## src/rtl/core/accel_motion_intent_detector_unit_defines.svh

```systemverilog
// Assertion helpers shared by the RTL of the motion intent detector.
`ifndef ACCEL_MOTION_INTENT_DETECTOR_UNIT_DEFINES_SVH
`define ACCEL_MOTION_INTENT_DETECTOR_UNIT_DEFINES_SVH

// Same-cycle implication, sampled on clk_i, off during reset.
`define AMID_ASSERT_IMP(lbl, ante, cons, msg) \
  lbl: assert property (@(posedge clk_i) disable iff (!rst_ni) (ante) |-> (cons)) \
    else $error(msg);

// Next-cycle implication, sampled on clk_i, off during reset.
`define AMID_ASSERT_NXT(lbl, ante, cons, msg) \
  lbl: assert property (@(posedge clk_i) disable iff (!rst_ni) (ante) |=> (cons)) \
    else $error(msg);

`endif

```

## src/rtl/core/amid_pkg.sv

```systemverilog
`default_nettype none

package amid_pkg;

  // Square root unit widths
  localparam int SQRT_IN_W = 34;
  localparam int ROOT_W    = 17;

  // Axis index of z, the last axis processed
  localparam logic [1:0] AXIS_LAST = 2'd2;

  // Register reset values
  localparam logic [15:0] ALPHA_RST      = 16'd60681;
  localparam logic [16:0] ENTER_THR_RST  = 17'd1982;
  localparam logic [16:0] EXIT_THR_RST   = 17'd1475;
  localparam logic [3:0]  ENTER_DEB_RST  = 4'd5;
  localparam logic [3:0]  EXIT_DEB_RST   = 4'd8;
  localparam logic [15:0] INTENT_MIN_RST = 16'd350;
  localparam logic [15:0] GAP_TOL_RST    = 16'd60;
  localparam logic [15:0] REFRACT_RST    = 16'd400;

  typedef enum logic [2:0] {
    CFG_ALPHA      = 3'd0,
    CFG_ENTER_THR  = 3'd1,
    CFG_EXIT_THR   = 3'd2,
    CFG_ENTER_DEB  = 3'd3,
    CFG_EXIT_DEB   = 3'd4,
    CFG_INTENT_MIN = 3'd5,
    CFG_GAP_TOL    = 3'd6,
    CFG_REFRACT    = 3'd7
  } cfg_reg_e;

  typedef enum logic [3:0] {
    ST_IDLE,
    ST_MUL_A,
    ST_MUL_B,
    ST_GRAV,
    ST_MUL_D,
    ST_MUL_R,
    ST_LIN,
    ST_RING,
    ST_DIV,
    ST_HYST,
    ST_INTENT,
    ST_EMIT
  } state_e;

  typedef struct packed {
    logic signed [15:0] accel_x;
    logic signed [15:0] accel_y;
    logic signed [15:0] accel_z;
    logic        [31:0] time_ms;
  } in_word_t;

  typedef struct packed {
    logic        is_moving;
    logic        intent_flag;
    logic [16:0] smoothed_linear_mag;
    logic [16:0] total_mag;
  } out_word_t;

endpackage

`default_nettype wire

```

## src/rtl/core/accel_motion_intent_detector_unit.sv

```systemverilog
`default_nettype none

// Motion intent detector for one three-axis accelerometer stream.
//
// Input channel: in_valid_i / in_stall_o carry one word per sample (three
// signed axes in counts, 16384 per g, plus a wrapping ms timestamp). A word
// is taken when in_valid_i is high and in_stall_o is low.
// Output channel: out_valid_o / out_stall_i carry one word per sample:
// moving state, intent flag, smoothed linear magnitude, total magnitude.
// Sequence: each of the 3 axes in turn on the shared multiplier, a wait on
// the linear square root, the ring update, a wait while the total-magnitude
// root runs with the divide by length done as one reciprocal multiply
// inside that wait, then hysteresis, intent and emit steps; out_valid_o
// rises as emit completes. in_stall_o is high from acceptance until the
// sequencer is back in idle, so no new sample is taken before it is done.
// A finished word sits in the output register; the next sample can be
// taken meanwhile, and the sequencer only waits in its last step if the
// previous word has not been taken. Holding out_stall_i just holds the word.
// Reset: gravity estimate goes to (0, 0, 1 g), the average ring, tallies,
// times and flags clear, registers take their defaults; no output pending.
// Registers sit on the APB port at byte address 4 * index.
module accel_motion_intent_detector_unit #(
  parameter int AVG_LENGTH        = 5,
  parameter int GRAVITY_FRAC_BITS = 8
) (
  input  wire logic                 clk_i,
  input  wire logic                 rst_ni,
  // sample channel
  input  wire logic                 in_valid_i,
  output logic                      in_stall_o,
  input  wire amid_pkg::in_word_t   in_word_i,
  // result channel
  output logic                      out_valid_o,
  input  wire logic                 out_stall_i,
  output amid_pkg::out_word_t       out_word_o,
  // register port
  input  wire logic                 psel,
  input  wire logic                 penable,
  input  wire logic                 pwrite,
  input  wire logic [4:0]           paddr,
  input  wire logic [31:0]          pwdata,
  output logic      [31:0]          prdata,
  output logic                      pready
);

`include "accel_motion_intent_detector_unit_defines.svh"

  localparam int F   = GRAVITY_FRAC_BITS;
  localparam int GW  = 17 + F;             // gravity estimate width
  localparam int MW  = GW + 1;             // multiplier operand width
  localparam int PW  = 2 * MW;             // product width
  localparam int SSW = PW + 2;             // sum of three squares
  localparam int RTW = 17 + $clog2(AVG_LENGTH);
  localparam int RPW = (AVG_LENGTH > 1) ? $clog2(AVG_LENGTH) : 1;
  // ring total / length as (total * RCP_M) >> RCP_K, exact over the total's range
  localparam int RCP_K = 17 + 2 * $clog2(AVG_LENGTH);
  localparam int RCP_M = ((1 << RCP_K) + AVG_LENGTH - 1) / AVG_LENGTH;

  localparam logic signed [GW-1:0] GRAV_Z_RST = GW'(16384) << F;

  // ---------------------------------------------------------------- registers
  logic [15:0] alpha_q;
  logic [16:0] enter_thr_q, exit_thr_q;
  logic [3:0]  enter_deb_q, exit_deb_q;
  logic [15:0] intent_min_q, gap_q, refr_q;

  logic               cfg_wr;
  amid_pkg::cfg_reg_e cfg_idx;

  assign pready  = 1'b1;
  assign cfg_wr  = psel & penable & pwrite & pready;
  assign cfg_idx = amid_pkg::cfg_reg_e'(paddr[4:2]);

  always_ff @(posedge clk_i or negedge rst_ni) begin
    if (!rst_ni) begin
      alpha_q      <= amid_pkg::ALPHA_RST;
      enter_thr_q  <= amid_pkg::ENTER_THR_RST;
      exit_thr_q   <= amid_pkg::EXIT_THR_RST;
      enter_deb_q  <= amid_pkg::ENTER_DEB_RST;
      exit_deb_q   <= amid_pkg::EXIT_DEB_RST;
      intent_min_q <= amid_pkg::INTENT_MIN_RST;
      gap_q        <= amid_pkg::GAP_TOL_RST;
      refr_q       <= amid_pkg::REFRACT_RST;
    end else if (cfg_wr) begin
      unique case (cfg_idx)
        amid_pkg::CFG_ALPHA:      alpha_q      <= pwdata[15:0];
        amid_pkg::CFG_ENTER_THR:  enter_thr_q  <= pwdata[16:0];
        amid_pkg::CFG_EXIT_THR:   exit_thr_q   <= pwdata[16:0];
        amid_pkg::CFG_ENTER_DEB:  enter_deb_q  <= pwdata[3:0];
        amid_pkg::CFG_EXIT_DEB:   exit_deb_q   <= pwdata[3:0];
        amid_pkg::CFG_INTENT_MIN: intent_min_q <= pwdata[15:0];
        amid_pkg::CFG_GAP_TOL:    gap_q        <= pwdata[15:0];
        amid_pkg::CFG_REFRACT:    refr_q       <= pwdata[15:0];
        default: ;
      endcase
    end
  end

  always_comb begin
    unique case (cfg_idx)
      amid_pkg::CFG_ALPHA:      prdata = 32'(alpha_q);
      amid_pkg::CFG_ENTER_THR:  prdata = 32'(enter_thr_q);
      amid_pkg::CFG_EXIT_THR:   prdata = 32'(exit_thr_q);
      amid_pkg::CFG_ENTER_DEB:  prdata = 32'(enter_deb_q);
      amid_pkg::CFG_EXIT_DEB:   prdata = 32'(exit_deb_q);
      amid_pkg::CFG_INTENT_MIN: prdata = 32'(intent_min_q);
      amid_pkg::CFG_GAP_TOL:    prdata = 32'(gap_q);
      amid_pkg::CFG_REFRACT:    prdata = 32'(refr_q);
      default:                  prdata = '0;
    endcase
  end

  // ---------------------------------------------------------------- state
  amid_pkg::state_e state_q, state_d;
  amid_pkg::in_word_t in_q;
  logic [1:0]              axis_q;
  logic signed [GW-1:0]    grav_q [3];
  logic signed [PW:0]      acc_q;
  logic [SSW-1:0]          lin_sum_q;
  logic [31:0]             raw_sum_q;
  logic [16:0]             ring_q [AVG_LENGTH];
  logic [RPW-1:0]          ring_pos_q;
  logic [RTW-1:0]          ring_total_q;
  logic [16:0]             num_q;      // ring total over length
  logic                    moving_q, intent_q;
  logic [3:0]              enter_tally_q, exit_tally_q;
  logic [31:0]             bout_q, last_motion_q, last_intent_q;
  logic                    out_valid_q;
  amid_pkg::out_word_t     out_word_q;

  logic in_acc, out_free;
  assign in_acc   = in_valid_i & ~in_stall_o;
  assign out_free = ~out_valid_q | ~out_stall_i;

  // ---------------------------------------------------------------- shared multiplier
  logic signed [15:0]   cur_a;
  logic signed [MW-1:0] a_m, as_m, g_m, d_m, beta_m, op1, op2;
  logic signed [PW-1:0] prod;
  logic signed [PW:0]   acc_sh;

  always_comb begin
    case (axis_q)
      2'd0:    cur_a = in_q.accel_x;
      2'd1:    cur_a = in_q.accel_y;
      default: cur_a = in_q.accel_z;
    endcase
  end

  assign a_m    = {{(MW-16){cur_a[15]}}, cur_a};
  assign as_m   = a_m <<< F;
  assign g_m    = {{(MW-GW){grav_q[axis_q][GW-1]}}, grav_q[axis_q]};
  assign d_m    = as_m - g_m;
  assign beta_m = MW'(17'h10000 - {1'b0, alpha_q});

  always_comb begin
    case (state_q)
      amid_pkg::ST_MUL_A: begin op1 = MW'({1'b0, alpha_q}); op2 = g_m;  end
      amid_pkg::ST_MUL_B: begin op1 = beta_m;               op2 = as_m; end
      amid_pkg::ST_MUL_D: begin op1 = d_m;                  op2 = d_m;  end
      amid_pkg::ST_DIV:   begin op1 = MW'(ring_total_q);    op2 = MW'(RCP_M); end
      default:            begin op1 = a_m;                  op2 = a_m;  end
    endcase
  end

  assign prod   = op1 * op2;
  assign acc_sh = acc_q >>> 16;

  // ---------------------------------------------------------------- square root
  logic                             sq_start, sq_busy;
  logic [amid_pkg::SQRT_IN_W-1:0]   sq_rad;
  logic [amid_pkg::ROOT_W-1:0]      sq_root;
  logic [SSW-1:0]                   lin_shift;

  assign lin_shift = lin_sum_q >> (2 * F);
  assign sq_start  = ((state_q == amid_pkg::ST_MUL_R) && (axis_q == amid_pkg::AXIS_LAST)) ||
                     (state_q == amid_pkg::ST_RING);
  assign sq_rad    = (state_q == amid_pkg::ST_RING) ?
                     amid_pkg::SQRT_IN_W'(raw_sum_q) : lin_shift[amid_pkg::SQRT_IN_W-1:0];

  amid_isqrt u_isqrt (
    .clk_i      (clk_i),
    .rst_ni     (rst_ni),
    .start_i    (sq_start),
    .radicand_i (sq_rad),
    .busy_o     (sq_busy),
    .root_o     (sq_root)
  );

  // ---------------------------------------------------------------- ring
  logic [RTW-1:0] ring_total_new;
  logic [RPW-1:0] ring_pos_nxt;

  assign ring_total_new = ring_total_q - RTW'(ring_q[ring_pos_q]) + RTW'(sq_root);
  assign ring_pos_nxt   = (ring_pos_q == RPW'(AVG_LENGTH - 1)) ? '0 : ring_pos_q + RPW'(1);

  // ---------------------------------------------------------------- motion / intent decisions
  logic [RTW-1:0] enter_lim, exit_lim;
  logic [3:0]     enter_inc, exit_inc;
  logic [31:0]    gap_age, ref_age, eff;
  logic           gap_ok;
  logic           moving_d, intent_d;
  logic [3:0]     enter_tally_d, exit_tally_d;
  logic [31:0]    bout_d, last_motion_d, last_intent_d;

  assign enter_lim = RTW'(enter_thr_q) * RTW'(AVG_LENGTH);
  assign exit_lim  = RTW'(exit_thr_q) * RTW'(AVG_LENGTH);
  assign enter_inc = enter_tally_q + 4'd1;
  assign exit_inc  = exit_tally_q + 4'd1;
  assign gap_age   = in_q.time_ms - last_motion_q;
  assign ref_age   = in_q.time_ms - last_intent_q;
  assign gap_ok    = gap_age <= 32'(gap_q);
  assign eff       = (moving_q || gap_ok) ? (in_q.time_ms - bout_q) : '0;

  always_comb begin
    moving_d      = moving_q;
    intent_d      = intent_q;
    enter_tally_d = enter_tally_q;
    exit_tally_d  = exit_tally_q;
    bout_d        = bout_q;
    last_motion_d = last_motion_q;
    last_intent_d = last_intent_q;
    case (state_q)
      amid_pkg::ST_HYST: begin
        if (!moving_q) begin
          if (ring_total_q > enter_lim) begin
            enter_tally_d = enter_inc;
            if (enter_inc >= enter_deb_q) begin
              moving_d      = 1'b1;
              enter_tally_d = '0;
              exit_tally_d  = '0;
              bout_d        = in_q.time_ms;
              last_motion_d = in_q.time_ms;
            end
          end else begin
            enter_tally_d = '0;
          end
        end else begin
          // moving: stamp motion time before the exit test
          last_motion_d = in_q.time_ms;
          if (ring_total_q < exit_lim) begin
            exit_tally_d = exit_inc;
            if (exit_inc >= exit_deb_q) begin
              moving_d      = 1'b0;
              exit_tally_d  = '0;
              enter_tally_d = '0;
            end
          end else begin
            exit_tally_d = '0;
          end
        end
      end
      amid_pkg::ST_INTENT: begin
        if (!intent_q && eff >= 32'(intent_min_q) && ref_age >= 32'(refr_q)) begin
          intent_d      = 1'b1;
          last_intent_d = in_q.time_ms;
        end
        // still for longer than the gap: bout over
        if (!moving_q && !gap_ok) begin
          intent_d = 1'b0;
          bout_d   = '0;
        end
      end
      default: ;
    endcase
  end

  // ---------------------------------------------------------------- sequencer
  always_ff @(posedge clk_i or negedge rst_ni) begin
    if (!rst_ni) begin
      state_q <= amid_pkg::ST_IDLE;
    end else begin
      state_q <= state_d;
    end
  end

  always_comb begin
    state_d    = state_q;
    in_stall_o = (state_q != amid_pkg::ST_IDLE);
    unique case (state_q)
      amid_pkg::ST_IDLE:   if (in_valid_i) state_d = amid_pkg::ST_MUL_A;
      amid_pkg::ST_MUL_A:  state_d = amid_pkg::ST_MUL_B;
      amid_pkg::ST_MUL_B:  state_d = amid_pkg::ST_GRAV;
      amid_pkg::ST_GRAV:   state_d = amid_pkg::ST_MUL_D;
      amid_pkg::ST_MUL_D:  state_d = amid_pkg::ST_MUL_R;
      amid_pkg::ST_MUL_R:  state_d = (axis_q == amid_pkg::AXIS_LAST) ?
                                     amid_pkg::ST_LIN : amid_pkg::ST_MUL_A;
      amid_pkg::ST_LIN:    if (!sq_busy) state_d = amid_pkg::ST_RING;
      amid_pkg::ST_RING:   state_d = amid_pkg::ST_DIV;
      amid_pkg::ST_DIV:    if (!sq_busy) state_d = amid_pkg::ST_HYST;
      amid_pkg::ST_HYST:   state_d = amid_pkg::ST_INTENT;
      amid_pkg::ST_INTENT: state_d = amid_pkg::ST_EMIT;
      amid_pkg::ST_EMIT:   if (out_free) state_d = amid_pkg::ST_IDLE;
      default:             state_d = amid_pkg::ST_IDLE;
    endcase
  end

  // control state with reset
  always_ff @(posedge clk_i or negedge rst_ni) begin
    if (!rst_ni) begin
      grav_q[0]     <= '0;
      grav_q[1]     <= '0;
      grav_q[2]     <= GRAV_Z_RST;
      for (int i = 0; i < AVG_LENGTH; i++) ring_q[i] <= '0;
      ring_pos_q    <= '0;
      ring_total_q  <= '0;
      moving_q      <= 1'b0;
      intent_q      <= 1'b0;
      enter_tally_q <= '0;
      exit_tally_q  <= '0;
      bout_q        <= '0;
      last_motion_q <= '0;
      last_intent_q <= '0;
      axis_q        <= '0;
      out_valid_q   <= 1'b0;
    end else begin
      moving_q      <= moving_d;
      intent_q      <= intent_d;
      enter_tally_q <= enter_tally_d;
      exit_tally_q  <= exit_tally_d;
      bout_q        <= bout_d;
      last_motion_q <= last_motion_d;
      last_intent_q <= last_intent_d;

      if (in_acc) axis_q <= '0;
      else if (state_q == amid_pkg::ST_MUL_R) axis_q <= axis_q + 2'd1;

      if (state_q == amid_pkg::ST_GRAV) grav_q[axis_q] <= acc_sh[GW-1:0];

      if (state_q == amid_pkg::ST_RING) begin
        ring_q[ring_pos_q] <= sq_root;
        ring_pos_q         <= ring_pos_nxt;
        ring_total_q       <= ring_total_new;
      end

      if (state_q == amid_pkg::ST_EMIT && out_free) out_valid_q <= 1'b1;
      else if (out_valid_q && !out_stall_i)         out_valid_q <= 1'b0;
    end
  end

  // payload
  always_ff @(posedge clk_i) begin
    if (in_acc) begin
      in_q      <= in_word_i;
      lin_sum_q <= '0;
      raw_sum_q <= '0;
    end
    case (state_q)
      amid_pkg::ST_MUL_A: acc_q     <= (PW+1)'(prod);
      amid_pkg::ST_MUL_B: acc_q     <= acc_q + (PW+1)'(prod) + (PW+1)'(32768);
      amid_pkg::ST_MUL_D: lin_sum_q <= lin_sum_q + SSW'($unsigned(prod));
      amid_pkg::ST_MUL_R: raw_sum_q <= raw_sum_q + prod[31:0];
      amid_pkg::ST_DIV:   num_q     <= prod[RCP_K +: 17];
      amid_pkg::ST_EMIT: begin
        if (out_free) begin
          out_word_q.is_moving           <= moving_q;
          out_word_q.intent_flag         <= intent_q;
          out_word_q.smoothed_linear_mag <= num_q;
          out_word_q.total_mag           <= sq_root;
        end
      end
      default: ;
    endcase
  end

  assign out_valid_o = out_valid_q;
  assign out_word_o  = out_word_q;

  // ---------------------------------------------------------------- checks
  `AMID_ASSERT_NXT(a_accept_starts, in_acc, state_q == amid_pkg::ST_MUL_A,
                   "accepted word did not start the multiply sequence")
  `AMID_ASSERT_IMP(a_ring_pos_range, 1'b1, ring_pos_q <= RPW'(AVG_LENGTH - 1),
                   "ring position out of range")
  `AMID_ASSERT_IMP(a_idle_root_quiet, state_q == amid_pkg::ST_IDLE, !sq_busy,
                   "square root busy while idle")
  `AMID_ASSERT_IMP(a_out_from_emit, $rose(out_valid_q), $past(state_q == amid_pkg::ST_EMIT),
                   "result word raised outside the emit step")

endmodule

`default_nettype wire

```

## src/rtl/core/amid_isqrt.sv

```systemverilog
`default_nettype none

// Floor square root, one result bit per cycle.
module amid_isqrt (
  input  wire logic                           clk_i,
  input  wire logic                           rst_ni,
  input  wire logic                           start_i,
  input  wire logic [amid_pkg::SQRT_IN_W-1:0] radicand_i,
  output logic                                busy_o,
  output logic      [amid_pkg::ROOT_W-1:0]    root_o
);

  localparam int W = amid_pkg::SQRT_IN_W;

  logic         busy_q;
  logic [4:0]   cnt_q;
  logic [W-1:0] x_q;
  logic [W-1:0] res_q;
  logic [W-1:0] step_w;
  logic [W-1:0] trial;
  logic         fits;

  assign step_w = W'(1) << {cnt_q, 1'b0};
  assign trial  = res_q + step_w;
  assign fits   = x_q >= trial;

  always_ff @(posedge clk_i or negedge rst_ni) begin
    if (!rst_ni) begin
      busy_q <= 1'b0;
      cnt_q  <= '0;
    end else if (start_i) begin
      busy_q <= 1'b1;
      cnt_q  <= 5'(amid_pkg::ROOT_W - 1);
    end else if (busy_q) begin
      if (cnt_q == '0) begin
        busy_q <= 1'b0;
      end else begin
        cnt_q <= cnt_q - 5'd1;
      end
    end
  end

  always_ff @(posedge clk_i) begin
    if (start_i) begin
      x_q   <= radicand_i;
      res_q <= '0;
    end else if (busy_q) begin
      if (fits) begin
        x_q   <= x_q - trial;
        res_q <= (res_q >> 1) + step_w;
      end else begin
        res_q <= res_q >> 1;
      end
    end
  end

  assign busy_o = busy_q;
  assign root_o = res_q[amid_pkg::ROOT_W-1:0];

endmodule

`default_nettype wire
```

## config.mk

```make
export PLATFORM = sky130hd
export DESIGN_NAME = accel_motion_intent_detector_unit
export DESIGN_NICKNAME = d
export VERILOG_FILES = /design/src/rtl/core/amid_pkg.sv /design/src/rtl/core/accel_motion_intent_detector_unit.sv /design/src/rtl/core/amid_isqrt.sv
export VERILOG_INCLUDE_DIRS = /design/src /design/src/rtl/core
export SDC_FILE = /design/constraint.sdc
export NUM_CORES = 2
export LEC_CHECK = 0
export ABC_AREA = 0
export BUFFER_PORTS_ARGS = -buffer_cell sky130_fd_sc_hd__buf_4
export CORE_UTILIZATION = 30
export CTS_CLUSTER_SIZE = 40
export DETAILED_ROUTE_END_ITERATION = 10
export PLACE_DENSITY = 0.42
export SYNTH_ARGS = -nofsm -noshare
export SYNTH_HDL_FRONTEND = slang
export SYNTH_SLANG_ARGS = --single-unit
```

## constraint.sdc

```tcl
create_clock -name clk_i -period 37.8 [get_ports clk_i]
set_input_delay 3.78 -clock clk_i [delete_from_list [all_inputs] [get_ports clk_i]]
set_output_delay 3.78 -clock clk_i [all_outputs]
set_load 0.05 [all_outputs]
```

==> qor.yml <==
critical_path:
  r2r_slack_ns: 21.50
  cp.required_ns: 38.20
  crit_top_cell: "fa_1"
  cp.arrival_ns: 16.70
  critPathLaunchType: "register"
  crit_fanout: 29
  path_class: "register to register"
  r2r_start: "axis_q[0]"
  critPathMaxStageDelay_ns: 0.84
  slowest_stage: "nor2_1"
  startpoint: "axis_q[0]"
  worstSetupEndpointType: "register"
cells_and_area:
  drive_above_1_share: 0.106
  fin_nets: 9649
  mostFrequentLayoutCells: "1014 x inv_1, 987 x nand2_1, 718 x fa_1"
  area_growth_pct: 11.7
  final_common_cell: "inv_1"
detailed_routing:
  route.detailed.drc: 0
  via_per_inst: 5.05
  ant_nets: 0
  first_pass_iters: 6
  drt_iter0_drc: 3844
  wl_mm: 258
  dr_total_vias: 58300
  routed_wire_length_per_instance_um: 22.3
yosys:
  muxShareOfSynthArea: 0.0487
  ys_async_sr_fraction: 0.557
  synth-simple-area-share: 0.131
  synth_top_family_by_area: "adder cells"
  synthCells: 8000
  synth-xor-area-share: 0.0437
  yosysWarnings: 0
  syn_area_per_cell_um2: 9.34
  synth-compound-area-share: 0.142
  synth_fa_ha_area_frac: 0.304
  synth.top_cell.area_share: 0.192
  ys_top_cells_by_area: "fa_1 19%, dfrtp_1 12%, edfxtp_1 12%"
  syn_area_um2: 74800
  synth_ff_type: "dfrtp_1"
  synth_top_area_cell: "fa_1"
  synth-seq-area-share: 0.263
  ys_ff_latch: 732
  yosysUniqueCellTypes: 107
  synth_edf_count: 290
floorplan:
  die_x_um: 501
  core_area_um2: 247000
  die_y_um: 501
  num_rows: 182
  dieArea_um2: 251000
  initial_core_util: 0.303
  ios: 195
cts:
  htree_levels: 3
  cts.clk_slew.worst_paths_ns: 0.06
  tritoncts: "yes"
  clk_latency_ns: 0.75
  cts_hold_buf: 0
  cts_buffer_depth: 3
  cts_buffers: 94
  cts.sinks: 732
  cts_root_buffer: "clkbuf_16"
  cts-resized-gates: 0
  cts_setup_buffers: 0
timing:
  max_freq_mhz: 61.3
  tightest_slew_ns: 1.30
  slew_viol_final: 0
  post-route-period-util: 0.431
  hold_violations: 0
  final.setup_skew_ns: 0.0871
  report.final.setup_viol: 0
  rsz0062_at_grt: "false"
  max-slew-margin-rel: 0.133
  period_needed_ns: 16.30
  tns_ns: 0
worst_hold_path:
  worst_hold_path_type: "register to register"
  hp-start: "num_q[4]"
placement:
  hpwlAfterDp_mm: 203
  placement.io_buffers: 161
  gp_congestion: 0.913
global_routing:
  grt_pass1_wl_mm: 388
  first_global_vias: 59200
  grt_max_degree: 95
  antenna_found_initial: 17
  grt_overflow: 0
  grt_usage: 0.206
status:
  outcome: "finished clean"
job:
  drv_cap: 0
## metrics by stage
step           setup WS, ns  std cells  utilization  hold slack, ns  instance area (um^2)
4_1_cts               21.63      11500        0.338           0.422                 83500
3_3_place_gp          21.67      11400        0.326           0.409                 80400
2_1_floorplan         24.67       8014            -           0.400                 74800
5_1_grt               20.85      11500        0.338           0.428                 83500
3_5_place_dp          21.70      11400        0.326           0.408                 80400
6_report              21.50      11500        0.338           0.423                 83500
## final timing paths
path | to | cells after the start
max | lin_sum_q[49] | 51
min | out_word_o[21] | 0
max reg2reg | lin_sum_q[49] | 51
min reg2reg | out_word_o[21] | 0
max in group asynchronous | axis_q[1] | 4
min in group asynchronous | last_motion_q[16] | 1
## metal layers
layer / vias to the layer above / share of wire / global-route usage
li1: 27300 / - / -
met1: 29400 / 0.46 / 0.288
met2: 1337 / 0.46 / 0.334
met3: 230 / 0.051 / 0.0279
met4: 4 / 0.022 / 0.0500
met5: - / 0.00086 / 0
## Yosys cell counts, types with 72 or more instances
cell / number
inv_1: 1015
nand2_1: 993
fa_1: 718
ha_1: 670
nor2_1: 620
o21ai_0: 439
a21oi_1: 420
dfrtp_1: 368
edfxtp_1: 290
clkbuf_1: 238
xnor2_1: 215
mux2_2: 202
a21o_1: 173
xor2_1: 155
nor3_1: 93
nand3_1: 92
nand2b_1: 76
nor2b_1: 73
o21a_1: 72
## state kept, by name, summed over array words and instances, names as in the netlist, 17 cells and up
signal / cells
acc_q: 41
bout_q: 32
enter_thr_q: 17
exit_thr_q: 17
grav_q: 75
in_q: 80
last_intent_q: 32
last_motion_q: 32
lin_sum_q: 50
num_q: 17
out_word_o: 36
raw_sum_q: 32
ring_q: 85
ring_total_q: 20
u_isqrt.res_q: 34
u_isqrt.x_q: 34
## critical path: cells and delay by family, from the launching register on
kind                       cells  cell delay [ns]
xor gates and xnor gates       3             1.29
DFF                            1             0.32
and+or+nand+nor                9             2.06
adders and majority gates     11             4.91
buffers and inverters          9             2.26
AOI/OAI and AO/OA             19             5.09
## kinds of logic (layout without fill, tap and decap cells)
family / after synthesis / count (layout)
flip-flops: 732 / 732
XOR/XNOR: 371 / 371
AO/OA/AOI/OAI: 1663 / 1663
AND/OR/NAND/NOR: 2224 / 2224
other: 2 / 22
buffers and inverters: 1313 / 1513
multiplexers: 307 / 307
adder cells (fa/ha/maj): 1388 / 1388
## cell type report
class                   count  area (um^2)
fillers                 25600       163000
multi-input cells        5969        50300
flip-flops and latches    732        19700
well taps                3312         4140
inverters                1018         3820
clock buffers             130         2650
repair buffers            322         2420
clock inverters            43          498
diodes                      6         15.0
Power is not shown: default switching activity piles up to over one toggle a cycle in this logic, so the estimate is an artifact.
